### src/hw/rtl/rdr_fifo.sv
// ----------------------------------------------------------------------------
// rdr_fifo
// Small synchronous queue, power-of-two depth, first-word fall-through.
// ----------------------------------------------------------------------------
module rdr_fifo #(
	parameter int WIDTH = 8,
	parameter int DEPTH = 8
) (
	input  logic                       clk,
	input  logic                       arst_n,
	input  logic                       wr_en,
	input  logic [WIDTH-1:0]           wdata,
	input  logic                       rd_en,
	output logic [WIDTH-1:0]           rdata,
	output logic                       empty,
	output logic [$clog2(DEPTH+1)-1:0] count
);
	localparam int PW = $clog2(DEPTH);
	localparam int CW = $clog2(DEPTH + 1);

	logic [WIDTH-1:0] mem_q [DEPTH];
	logic [PW-1:0]    wp_q, rp_q;
	logic [CW-1:0]    cnt_q;
	logic             do_rd;

	assign empty = (cnt_q == '0);
	assign do_rd = rd_en && !empty;
	assign rdata = mem_q[rp_q];
	assign count = cnt_q;

	always_ff @(posedge clk) begin
		if (wr_en) mem_q[wp_q] <= wdata;
	end

	always_ff @(posedge clk or negedge arst_n) begin
		if (!arst_n) begin
			wp_q  <= '0;
			rp_q  <= '0;
			cnt_q <= '0;
		end else begin
			if (wr_en) wp_q <= wp_q + PW'(1);
			if (do_rd) rp_q <= rp_q + PW'(1);
			cnt_q <= cnt_q + CW'(wr_en) - CW'(do_rd);
		end
	end
endmodule

### config.mk
export PLATFORM = sky130hd
export DESIGN_NAME = rdr_fifo
export DESIGN_NICKNAME = d
export VERILOG_FILES = /design/src/hw/rtl/rdr_fifo.sv
export SDC_FILE = /design/constraint.sdc
export NUM_CORES = 1
export LEC_CHECK = 0
export BUFFER_PORTS_ARGS = -buffer_cell sky130_fd_sc_hd__clkbuf_2
export CAP_MARGIN = 30
export CORE_MARGIN = 4
export CORE_UTILIZATION = 35
export DETAILED_ROUTE_END_ITERATION = 10
export GPL_ROUTABILITY_DRIVEN = 0
export GPL_TIMING_DRIVEN = 0
export HOLD_SLACK_MARGIN = 0.15
export PLACE_DENSITY = 0.58
export SLEW_MARGIN = 20
export SYNTH_ARGS = -nofsm -noshare
export SYNTH_HDL_FRONTEND = slang
export SYNTH_SLANG_ARGS = --single-unit
### constraint.sdc
create_clock -name clk -period 2.4 [get_ports clk]
set_input_delay 0.48 -clock clk [delete_from_list [all_inputs] [get_ports clk]]
set_output_delay 0.48 -clock clk [all_outputs]
set_load 0.01 [all_outputs]
==> flow_metrics.env <==
export IMPL_period_minus_slack_ns=2.40
export IMPL_fmax_mhz=416
export IMPL_cp_required_ns=1.92
export IMPL_viasPerCell=4.82
export IMPL_reg2reg_to="count[2]$_DFF_PN0_"
export IMPL_initial_utilization=0.363
export IMPL_globalRouteTotalUtil=0.127
export IMPL_cp_arrival_ns=1.92
export IMPL_critPathMaxFanout=5
export IMPL_io_buffer_count=24
export IMPL_syn_to_final_growth_pct=18.4
export IMPL_grt_pass1_vias=1574
export IMPL_finalCritPeriodShare=1.00
export IMPL_drc_errors=0
export IMPL_dp_hpwl_um=3670
export IMPL_hold_depth=1
export IMPL_die_x_um=101
export IMPL_first_pass_iters=4
export IMPL_peakVddDrop_v=0.000330
export IMPL_die_area_um2=10200
export IMPL_totalPowerFinal_w=0.00448
export IMPL_setup_slack_ns=-0.00439
export IMPL_ys_ff_latch=74
export IMPL_syn_num_nets=166
export IMPL_cp_endpoint="rdata[2]"
export IMPL_status="finished with violations"
export IMPL_drt_total_wl_um=5780
export IMPL_root_buffer="clkbuf_8"
export IMPL_ctsHtreeMaxLevel=3
export IMPL_r2r_slack_ns=0.19
export IMPL_cts_tree="done"
export IMPL_postPlaceCellArea_um2=3300
export IMPL_p_per_area_nw_per_um2=1250
export IMPL_grt_max_degree=14
export IMPL_via_count=1442
export IMPL_stdcell_area_um2=3590
export IMPL_drt_iter0_drc=83
export IMPL_nNetsFinal=209
export IMPL_yosysTopAreaCellShare=0.634
export IMPL_antenna_found_initial=0
export IMPL_grt_overflow=0
export IMPL_synth_area_leaders="edfxtp_1 63%, mux4_1 14%, dfrtp_1 8.3%"
export IMPL_critPathKind="reg -> out"
export IMPL_core_area_um2=8340
export IMPL_clockBufferDepth=2
export IMPL_yosysWarnings=0
export IMPL_worstSkewPairLatency_ns=0.35
export IMPL_maxSlewViolCount=0
export IMPL_slew_headroom=0.357
export IMPL_finalSetupViolations=1
export IMPL_reg2regPathDepth=10
export IMPL_worstSetupStartpoint="rp_q[0]$_DFFE_PN0P_"
export IMPL_worstMarginPinSlew_ns=0.961
export IMPL_syn_inst=146
export IMPL_wire_per_inst_um=19.3
export IMPL_cts_sinks=74
export IMPL_grt_pass1_wl_um=8960
export IMPL_ys_seq_area_frac=0.716
export IMPL_syn_area_um2=3030
export IMPL_drive_gt1_frac=0.418
export IMPL_synth_cell_type_count=21
export IMPL_hold_path_class="in -> reg"
export IMPL_synth_area_per_cell_um2=20.8
export IMPL_drv_cap=0
export IMPL_numCtsBuffers=9
export IMPL_skew_ns=0.00877
export IMPL_end_kind="output pin"
export IMPL_rsz0062_at_grt="yes"
export IMPL_rr_startpoint="count[2]$_DFF_PN0_"
export IMPL_ioPinCount=25
export IMPL_antenna_cells=0
export IMPL_drtAntennaViolNets=0
export IMPL_clk_pin_slew_ns=0.08
export IMPL_timing_final_hold_violations=0
export IMPL_synth_top_area_cell="edfxtp_1"
export IMPL_std_cell_rows=33
export IMPL_die_y_um=101
export IMPL_p_leak_nw=1.30
export IMPL_startpoint_type="register"
export IMPL_hp_start="wdata[6]"
export IMPL_violations="negative setup slack"
-- per-layer routing --
| metal | track usage | share of wire | vias up | routed length (um) |
|---|---|---|---|---|
| li1 | - | - | 652 | - |
| met1 | 0.152 | 0.41 | 739 | 2370 |
| met2 | 0.205 | 0.52 | 34 | 2990 |
| met3 | 0.0298 | 0.036 | 17 | 208 |
| met4 | 0.0838 | 0.037 | 0 | 212 |
| met5 | 0 | 0 | - | 0 |
-- cell usage after synthesis --
master and number:
ha_1 7, buf_12 1, buf_1 1, buf_6 1, nor2_1 7, fa_1 1, xnor2_1 2, a21o_1 1
nand2_1 4, edfxtp_1 64, mux4_1 16, clkbuf_1 1, nand2b_1 4, mux2_2 10, nor3b_1 1, inv_1 7
buf_2 1, dfrtp_1 10, nor3_1 2, xor2_1 4, a21oi_1 1
-- how the worst min path moves through the flow --
stage	endpoint	slack [ns]
global placement	rp_q[1]$_DFFE_PN0P_	0.36
CTS	mem_q[3][6]$_DFFE_PP_	0.38
global route	rp_q[0]$_DFFE_PN0P_	0.40
finish	mem_q[3][6]$_DFFE_PP_	0.40
detailed placement	rp_q[1]$_DFFE_PN0P_	0.36
floorplan	count[0]$_DFF_PN0_	0.18
-- report_power, final --
part           internal, W  switching, W
Sequential         0.00166      0.000161
Combinational     0.000958      0.000768
Clock             0.000481      0.000452
-- what timing repair did --
item                                   4_1_cts  5_1_grt
endpoints found under the hold margin       10        0
setup buffers                                4        1
gates cloned                                 1        0
setup endpoints to repair                    9       10
gates resized for setup                     24       14
hold buffers                                 1        0
-- worst max-delay path: stages (launching register included) --
cell and delay [ns]:
dfrtp_1 0.38, buf_6 0.15, buf_12 0.13, mux4_2 0.50, mux2_4 0.28, buf_6 0.12
-- cell usage in the layout, fill, tap and decap left out, drive strengths merged --
| master | netlist | layout |
|---|---|---|
| xor2 | 4 | 4 |
| bufinv | 0 | 1 |
| a21o | 1 | 1 |
| edfxtp | 64 | 64 |
| clkbuf | 1 | 30 |
| nor3 | 2 | 2 |
| fa | 1 | 1 |
| nor2 | 7 | 7 |
| a21oi | 1 | 1 |
| nand2 | 4 | 4 |
| buf | 4 | 16 |
| mux2 | 10 | 10 |
| xnor2 | 2 | 2 |
| inv | 7 | 8 |
| clkinvlp | 0 | 3 |
| nand2b | 4 | 4 |
| dlygate4sd3 | 0 | 1 |
| clkinv | 0 | 1 |
| dfrtp | 10 | 10 |
| nor3b | 1 | 1 |
| mux4 | 16 | 16 |
| ha | 7 | 7 |
-- cells by family (layout without fill, tap and decap cells) --
family,after synthesis,after routing,share of synthesized area
mux,26,26,0.176
simple gates,18,18,0.0277
buf+inv,12,60,0.0231
compound gates,2,2,0.00413
flops,74,74,0.716
xor+xnor,6,6,0.0173
fa+ha+maj,8,8,0.0355
-- metrics by stage --
step | hold WS, ns | setup slack [ns] | setup TNS (ns) | utilization | instances
6_report | 0.399 | -0.00439 | -0.00439 | 0.431 | 299
4_1_cts | 0.384 | -0.0353 | -0.149 | 0.422 | 297
2_1_floorplan | 0.184 | 0.0121 | 0 | - | 146
3_3_place_gp | 0.357 | 0.0673 | 0 | 0.394 | 275
3_5_place_dp | 0.364 | -0.0328 | -0.103 | 0.396 | 276
5_1_grt | 0.400 | -0.0761 | -0.533 | 0.431 | 299
-- state kept, by name, summed over array words and instances (netlist names) --
register / count
count: 4
mem_q: 64
rp_q: 3
wp_q: 3
-- cell type report --
| type | count | area, um^2 |
|---|---|---|
| Inverter | 7 | 26.3 |
| Tap cell | 105 | 131 |
| Fill cell | 736 | 4750 |
| Clock inverter | 6 | 66.3 |
| Buffer | 4 | 42.5 |
| Timing Repair Buffer | 33 | 246 |
| Multi-Input combinational cell | 60 | 777 |
| Sequential cell | 74 | 2170 |
| Clock buffer | 10 | 128 |
(Power assumes the default switching activity.)
