$ cat src/hw/rtl/rdr_pkg.sv
// ----------------------------------------------------------------------------
// rdr_pkg
// Shared types, constants and the table square root for the radial remap.
// ----------------------------------------------------------------------------
package rdr_pkg;

	localparam int TABLE_DEPTH_DEF = 2048;
	localparam int MAX_DIM_DEF     = 2048;
	localparam int DIM_W           = 12;
	localparam int COORD_W         = 11;
	localparam int SCALE_W         = 24;
	localparam int MID_DEPTH       = 8;
	localparam int OUT_DEPTH       = 8;

	localparam logic [1:0] REG_WIDTH    = 2'd0;
	localparam logic [1:0] REG_HEIGHT   = 2'd1;
	localparam logic [1:0] REG_SUBPIXEL = 2'd2;

	localparam logic OP_WRITE = 1'b0;
	localparam logic OP_MAP   = 1'b1;

	typedef struct packed {
		logic                       operation;
		logic [10:0]                entry_index;
		logic signed [SCALE_W-1:0]  entry_scale;
		logic [COORD_W-1:0]         pixel_x;
		logic [COORD_W-1:0]         pixel_y;
	} in_word_t;

	typedef struct packed {
		logic [COORD_W-1:0] source_x;
		logic [COORD_W-1:0] source_y;
		logic [21:0]        source_address;
		logic [7:0]         fraction_x;
		logic [7:0]         fraction_y;
	} out_word_t;

	typedef struct packed {
		logic signed [SCALE_W-1:0] q;
		logic signed [DIM_W-1:0]   dx;
		logic signed [DIM_W-1:0]   dy;
	} mid_word_t;

	// saturated frame settings seen by both halves
	typedef struct packed {
		logic [DIM_W-1:0] w;
		logic [DIM_W-1:0] h;
		logic             sub;
	} frame_cfg_t;

	localparam logic [7:0] ROOT_ROM [0:255] = '{
		8'd0, 8'd16, 8'd22, 8'd27, 8'd32, 8'd35, 8'd39, 8'd42, 8'd45, 8'd48, 8'd50, 8'd53,
		8'd55, 8'd57, 8'd59, 8'd61, 8'd64, 8'd65, 8'd67, 8'd69, 8'd71, 8'd73, 8'd75, 8'd76,
		8'd78, 8'd80, 8'd81, 8'd83, 8'd84, 8'd86, 8'd87, 8'd89, 8'd90, 8'd91, 8'd93, 8'd94,
		8'd96, 8'd97, 8'd98, 8'd99, 8'd101, 8'd102, 8'd103, 8'd104, 8'd106, 8'd107, 8'd108,
		8'd109, 8'd110, 8'd112, 8'd113, 8'd114, 8'd115, 8'd116, 8'd117, 8'd118, 8'd119,
		8'd120, 8'd121, 8'd122, 8'd123, 8'd124, 8'd125, 8'd126, 8'd128, 8'd128, 8'd129,
		8'd130, 8'd131, 8'd132, 8'd133, 8'd134, 8'd135, 8'd136, 8'd137, 8'd138, 8'd139,
		8'd140, 8'd141, 8'd142, 8'd143, 8'd144, 8'd144, 8'd145, 8'd146, 8'd147, 8'd148,
		8'd149, 8'd150, 8'd150, 8'd151, 8'd152, 8'd153, 8'd154, 8'd155, 8'd155, 8'd156,
		8'd157, 8'd158, 8'd159, 8'd160, 8'd160, 8'd161, 8'd162, 8'd163, 8'd163, 8'd164,
		8'd165, 8'd166, 8'd167, 8'd167, 8'd168, 8'd169, 8'd170, 8'd170, 8'd171, 8'd172,
		8'd173, 8'd173, 8'd174, 8'd175, 8'd176, 8'd176, 8'd177, 8'd178, 8'd178, 8'd179,
		8'd180, 8'd181, 8'd181, 8'd182, 8'd183, 8'd183, 8'd184, 8'd185, 8'd185, 8'd186,
		8'd187, 8'd187, 8'd188, 8'd189, 8'd189, 8'd190, 8'd191, 8'd192, 8'd192, 8'd193,
		8'd193, 8'd194, 8'd195, 8'd195, 8'd196, 8'd197, 8'd197, 8'd198, 8'd199, 8'd199,
		8'd200, 8'd201, 8'd201, 8'd202, 8'd203, 8'd203, 8'd204, 8'd204, 8'd205, 8'd206,
		8'd206, 8'd207, 8'd208, 8'd208, 8'd209, 8'd209, 8'd210, 8'd211, 8'd211, 8'd212,
		8'd212, 8'd213, 8'd214, 8'd214, 8'd215, 8'd215, 8'd216, 8'd217, 8'd217, 8'd218,
		8'd218, 8'd219, 8'd219, 8'd220, 8'd221, 8'd221, 8'd222, 8'd222, 8'd223, 8'd224,
		8'd224, 8'd225, 8'd225, 8'd226, 8'd226, 8'd227, 8'd227, 8'd228, 8'd229, 8'd229,
		8'd230, 8'd230, 8'd231, 8'd231, 8'd232, 8'd232, 8'd233, 8'd234, 8'd234, 8'd235,
		8'd235, 8'd236, 8'd236, 8'd237, 8'd237, 8'd238, 8'd238, 8'd239, 8'd240, 8'd240,
		8'd241, 8'd241, 8'd242, 8'd242, 8'd243, 8'd243, 8'd244, 8'd244, 8'd245, 8'd245,
		8'd246, 8'd246, 8'd247, 8'd247, 8'd248, 8'd248, 8'd249, 8'd249, 8'd250, 8'd250,
		8'd251, 8'd251, 8'd252, 8'd252, 8'd253, 8'd253, 8'd254, 8'd254, 8'd255
	};

	function automatic logic [15:0] rom_at(input logic [31:0] i);
		return {8'h00, ROOT_ROM[i[7:0]]};
	endfunction

	// range select on n, rom lookup, power-of-two rescale
	function automatic logic [15:0] ring_root(input logic [31:0] n);
		logic [15:0] r;
		if (n >= 32'h0001_0000) begin
			if (n >= 32'h0100_0000) begin
				if (n >= 32'h1000_0000) begin
					if (n >= 32'h4000_0000) r = rom_at(n >> 24) << 8;
					else                    r = rom_at(n >> 22) << 7;
				end else if (n >= 32'h0400_0000) r = rom_at(n >> 20) << 6;
				else                             r = rom_at(n >> 18) << 5;
			end else if (n >= 32'h0010_0000) begin
				if (n >= 32'h0040_0000) r = rom_at(n >> 16) << 4;
				else                    r = rom_at(n >> 14) << 3;
			end else if (n >= 32'h0004_0000) r = rom_at(n >> 12) << 2;
			else                             r = rom_at(n >> 10) << 1;
		end else if (n >= 32'h0000_0100) begin
			if (n >= 32'h0000_1000) begin
				if (n >= 32'h0000_4000) r = rom_at(n >> 8);
				else                    r = rom_at(n >> 6) >> 1;
			end else if (n >= 32'h0000_0400) r = rom_at(n >> 4) >> 2;
			else                             r = rom_at(n >> 2) >> 3;
		end else if (n >= 32'h0000_0010) begin
			if (n >= 32'h0000_0040) r = rom_at(n) >> 4;
			else                    r = rom_at(n << 2) << 5;
		end else if (n >= 32'h0000_0004) r = rom_at(n >> 4) << 6;
		else                             r = rom_at(n >> 6) << 7;
		return r;
	endfunction

endpackage

$ cat src/hw/rtl/rdr_back.sv
// ----------------------------------------------------------------------------
// rdr_back
// Scales the offset, clamps to the frame and forms the linear address.
// ----------------------------------------------------------------------------
module rdr_back (
	input  logic                                    clk,
	input  logic                                    arst_n,
	input  rdr_pkg::frame_cfg_t                     cfg,
	input  logic                                    mid_empty,
	input  rdr_pkg::mid_word_t                      mid_word,
	output logic                                    mid_pop,
	input  logic [$clog2(rdr_pkg::OUT_DEPTH+1)-1:0] out_count,
	output logic                                    out_push,
	output rdr_pkg::out_word_t                      out_word
);
	import rdr_pkg::*;

	localparam int OW = $clog2(OUT_DEPTH + 1);

	logic               v_s5, v_s6, v_s7;
	logic signed [36:0] px_s5, py_s5;
	logic [DIM_W-1:0]   sx_s6, sy_s6;
	logic [7:0]         fx_s6, fy_s6;
	out_word_t          res_s7;

	logic [OW:0]        pend;
	logic signed [29:0] cx, cy, wl, hl;
	logic [DIM_W-1:0]   sx_c, sy_c;
	logic [23:0]        addr_c;

	assign pend = (OW+1)'(v_s5) + (OW+1)'(v_s6) + (OW+1)'(v_s7) + (OW+1)'(out_count);
	assign mid_pop = !mid_empty && (pend < (OW+1)'(OUT_DEPTH));

	assign wl = 30'($signed({1'b0, cfg.w}));
	assign hl = 30'($signed({1'b0, cfg.h}));
	assign cx = 30'($signed({1'b0, cfg.w[DIM_W-1:1]})) + 30'(px_s5 >>> 8);
	assign cy = 30'($signed({1'b0, cfg.h[DIM_W-1:1]})) + 30'(py_s5 >>> 8);

	always_comb begin
		if (cx < 0)                         sx_c = '0;
		else if (cfg.sub && cx >= wl - 1)   sx_c = cfg.w - DIM_W'(2);
		else if (!cfg.sub && cx >= wl)      sx_c = cfg.w - DIM_W'(1);
		else                                sx_c = cx[DIM_W-1:0];
		if (cy < 0)                         sy_c = '0;
		else if (cfg.sub && cy >= hl - 1)   sy_c = cfg.h - DIM_W'(2);
		else if (!cfg.sub && cy >= hl)      sy_c = cfg.h - DIM_W'(1);
		else                                sy_c = cy[DIM_W-1:0];
	end

	assign addr_c = sy_s6 * cfg.w + 24'(sx_s6);

	assign out_push = v_s7;
	assign out_word = res_s7;

	always_ff @(posedge clk or negedge arst_n) begin
		if (!arst_n) begin
			v_s5 <= 1'b0;
			v_s6 <= 1'b0;
			v_s7 <= 1'b0;
		end else begin
			v_s5 <= mid_pop;
			v_s6 <= v_s5;
			v_s7 <= v_s6;
		end
	end

	always_ff @(posedge clk) begin
		px_s5 <= 37'(mid_word.q * mid_word.dx) + 37'sd128;
		py_s5 <= 37'(mid_word.q * mid_word.dy) + 37'sd128;
		sx_s6 <= sx_c;
		sy_s6 <= sy_c;
		fx_s6 <= cfg.sub ? px_s5[7:0] : 8'h00;
		fy_s6 <= cfg.sub ? py_s5[7:0] : 8'h00;
		res_s7.source_x       <= sx_s6[COORD_W-1:0];
		res_s7.source_y       <= sy_s6[COORD_W-1:0];
		res_s7.source_address <= addr_c[21:0];
		res_s7.fraction_x     <= fx_s6;
		res_s7.fraction_y     <= fy_s6;
	end
endmodule

$ cat config.mk
export PLATFORM = sky130hd
export DESIGN_NAME = rdr_back
export DESIGN_NICKNAME = d
export VERILOG_FILES = /design/src/hw/rtl/rdr_pkg.sv /design/src/hw/rtl/rdr_back.sv
export SDC_FILE = /design/constraint.sdc
export NUM_CORES = 2
export LEC_CHECK = 0
export BUFFER_PORTS_ARGS = -buffer_cell sky130_fd_sc_hd__buf_2
export CORE_MARGIN = 2
export CORE_UTILIZATION = 40
export DETAILED_ROUTE_END_ITERATION = 6
export GPL_TIMING_DRIVEN = 0
export PLACE_DENSITY = 0.58
export SYNTH_ARGS = -nofsm -noshare
export SYNTH_HDL_FRONTEND = slang
export SYNTH_SLANG_ARGS = --single-unit
$ cat constraint.sdc
create_clock -name clk -period 9.55 [get_ports clk]
set_input_delay 0.955 -clock clk [delete_from_list [all_inputs] [get_ports clk]]
set_output_delay 0.955 -clock clk [all_outputs]
set_load 0.02 [all_outputs]
==> impl_metrics.sql <==
INSERT INTO impl_metrics (metric_group, metric, value, unit) VALUES
('outcome', 'result_of_the_run', 'finished, final reports clean', ''),
('setup_path', 'start_kind', 'input pin', ''),
('cts', 'cts_tree', 'done', ''),
('yosys', 'synth_edf_count', '0', ''),
('global_routing', 'grt_pass1_wl', '140.9', 'mm'),
('yosys', 'post_synth_num_cell_types', '96', ''),
('sta', 'timing.slew.headroom', '36.19', '%'),
('yosys', 'async_reset_ff_share', '1.695', '%'),
('floorplan', 'die_w', '295.2', 'µm'),
('final_layout', 'drive_above_1_share', '5.721', '%'),
('cts', 'clock_latency', '0.49', 'ns'),
('setup_path', 'cp_slowest_cell', 'nor4_1', ''),
('final_layout', 'layout_common_cells', 'inv_1, fa_1, nand2_1', ''),
('global_routing', 'sum_of_overflow_across_all_layers_after_global_routing', '0', ''),
('place', 'placedCellCount', '5122', ''),
('floorplan', 'die_h', '295.2', 'µm'),
('setup_path', 'worst_path_dominant_cell_family', 'adder cells', ''),
('sta', 'post-route-period-util', '76.36', '%'),
('yosys', 'post_synth.cell_area_avg', '8.819', 'µm²'),
('yosys', 'synthTopCellsByArea', 'fa_1, ha_1, dfxtp_1', ''),
('min_path', 'worstHoldPathType', 'input pin to async pin', ''),
('yosys', 'synthXorXnorAreaFrac', '4.337', '%'),
('cts', 'ctsHoldBuffers', '0', ''),
('setup_path', 'path_max_fanout', '10', ''),
('sta', 'drv_slew', '0', ''),
('floorplan', 'initial_utilization', '40.47', '%'),
('route', 'drt_pre_antenna_iters', '5', ''),
('place', 'gp_congestion', '0.9013', ''),
('route', 'viasPerCell', '4.999', ''),
('yosys', 'syn-instance-count', '3847', ''),
('sta', 'achievable-frequency', '0.1371', 'GHz'),
('final_layout', 'layout.nets', '5047', ''),
('global_routing', 'pin_count_of_the_biggest_net_entering_global_routing', '21', ''),
('global_routing', 'gr-usage-all-layers', '20.94', '%'),
('setup_path', 'critical_path_most_common_cell', 'fa_1', ''),
('setup_path', 'crit_chain', 'buf_2, clkbuf_1, nand2_1, fa_1, fa_1, inv_1, fa_1, inv_1, fa_1, fa_1, inv_1, ha_1, nor2b_1, o21a_1, o21ai_0, a21oi_1, a31oi_1, nor4_1, o311ai_0, a31oi_1, mux2i_1, nand3_1', ''),
('yosys', 'synthMuxAreaShare', '0.3614', '%'),
('sta', 'min_period', '7.293', 'ns'),
('yosys', 'netlist.top_cell.by_area', 'fa_1', ''),
('yosys', 'mappedNetlistArea', '0.03393', 'mm²'),
('sta', 'worst_slew_pin_slew', '0.9572', 'ns'),
('final_layout', 'multi_input_area', '0.02675', 'mm²'),
('floorplan', 'ioPinCount', '142', ''),
('final_layout', 'layout_area_growth_over_synthesis', '8.243', '%'),
('floorplan', 'core_area', '0.08382', 'mm²'),
('final_layout', 'n_fill_cell', '8494', ''),
('cts', 'clk_path_buf_depth', '2', ''),
('final_layout', 'final_common_cell', 'inv_1', ''),
('sta', 'final-setup-viol-count', '0', ''),
('floorplan', 'die-area', '0.08716', 'mm²'),
('route', 'wire_per_inst', '16.92', 'µm'),
('sta', 'final.setup_skew', '0.01616', 'ns'),
('global_routing', 'grt_antenna_before_repair', '16', ''),
('route', 'vias', '25790', ''),
('run', 'max-cap-violations', '0', ''),
('sta', 'timing.final.hold_violations', '0', ''),
('final_layout', 'seqCellArea', '0.003558', 'mm²'),
('sta', 'setup_repair_after_global_routing_missed_its_margin', 'false', ''),
('yosys', 'synth_adder_area_share', '49.54', '%'),
('route', 'dr.first_iter.drc_count', '1654', ''),
('setup_path', 'cpPeakStageDelay', '0.65', 'ns'),
('yosys', 'ys_seq_area_share', '10.49', '%'),
('yosys', 'dominant_combinational_cell_family_by_area_after_synthesis', 'adder cells', ''),
('final_layout', 'finalNonFillerCells', '5160', ''),
('yosys', 'synth_top_area_share', '37.71', '%'),
('yosys', 'postSynthRegisterBits', '177', ''),
('place', 'place.port_buffers', '141', ''),
('yosys', 'synth_nets', '4887', ''),
('cts', 'cts_post_setup_buffers_inserted', '0', ''),
('route', 'ant_nets', '0', ''),
('yosys', 'synthesized_area_fraction_occupied_by_and_or_nand_nor_cells', '16.36', '%');
[state kept, by name, summed over array words and instances, names as in the netlist]
register	flops
out_word	60
px_s5	37
py_s5	37
sx_s6	12
sy_s6	12
fx_s6	8
fy_s6	8
out_push	1
v_s5	1
v_s6	1
[layer usage]
layer	up-vias	track usage (%)	part of all wire [%]	wire [µm]
met5	-	0	0.12	102
met4	16	4.668	2.0	1733
met3	98	5.029	8.3	7208
met2	670	32.80	45	39390
met1	12860	29.31	45	38890
li1	12150	-	-	-
[cells in the mapped netlist (7+ instances only)]
cell type,number
o21a_1,24
and3_1,17
nor4_1,11
inv_1,810
nand2b_1,17
or3_1,12
and2_1,222
xor2_1,42
fa_1,639
dfxtp_1,174
clkbuf_1,136
o21ai_0,62
nand3_1,43
nor2_1,157
nor2b_1,17
a211oi_1,13
nor3_1,42
a31oi_1,12
o21bai_1,12
a221oi_1,8
ha_1,321
o211ai_1,15
o22ai_1,11
mux2i_1,10
nand4_1,25
nand2_1,575
xnor2_1,126
nand3b_1,11
a21oi_1,84
o31a_1,7
a21o_1,59
[path summary, 6_finish.rpt]
| kind | start | end | slack, ns | cells past startpoint |
|---|---|---|---|---|
| min reg2reg | fy_s6[4]$_SDFF_PN0_ | out_word[4]$_DFF_P_ | 0.33 | 0 |
| min in group clk | fy_s6[4]$_SDFF_PN0_ | out_word[4]$_DFF_P_ | 0.33 | 0 |
| max reg2reg | sy_s6[3]$_SDFF_PN0_ | out_word[37]$_DFF_P_ | 2.92 | 21 |
| max in group asynchronous | arst_n | v_s6$_DFF_PN0_ | 9.20 | 1 |
| min | arst_n | out_push$_DFF_PN0_ | 0.25 | 1 |
| max | mid_word[0] | py_s5[35]$_DFF_P_ | 2.26 | 22 |
[layout make-up]
| type | instances | area share [%] |
|---|---|---|
| clock inverter | 15 | 0.6303 |
| multi-input combinational | 2715 | 72.85 |
| tap | 1134 | 3.864 |
| buffer | 145 | 1.564 |
| timing repair buffer | 141 | 1.922 |
| sequential | 177 | 9.690 |
| antenna | 6 | 0.04089 |
| clock buffer | 17 | 1.158 |
| inverter | 810 | 8.279 |
[through the flow]
stage	setup WS [ns]	util (%)	area, µm²
2_1_floorplan	3.384	-	33930
3_3_place_gp	1.879	43.01	36050
3_5_place_dp	1.808	43.01	36050
4_1_cts	2.344	43.79	36710
5_1_grt	1.808	43.80	36710
6_report	2.257	43.81	36720
[kinds of logic (layout without fill, tap and decap cells)]
group                    after synthesis  count (layout)
AND/OR/NAND/NOR                     1179            1179
adder cells (fa/ha/maj)              960             960
buffers and inverters                955            1128
AO/OA/AOI/OAI                        396             396
flip-flops                           177             177
XOR/XNOR                             168             168
multiplexers                          12              12
other                                  0               6
[worst reg2reg max path, cell delays in order (launching register included)]
cell	delay, ns
dfxtp_1	0.57
clkbuf_1	0.50
nand2_1	0.16
fa_1	0.52
inv_1	0.06
fa_1	0.47
ha_1	0.31
ha_1	0.29
inv_1	0.05
fa_1	0.53
inv_1	0.06
fa_1	0.45
a21o_1	0.18
a21oi_1	0.22
nor2b_1	0.08
o21a_1	0.20
o41ai_2	0.36
o21ai_0	0.30
o41ai_1	0.48
o21ai_0	0.23
o41ai_1	0.34
xnor2_1	0.15
Power is left out: the tool's default activity adds up to more than one toggle a clock period on the data nets, which glitch-free logic cannot reach.
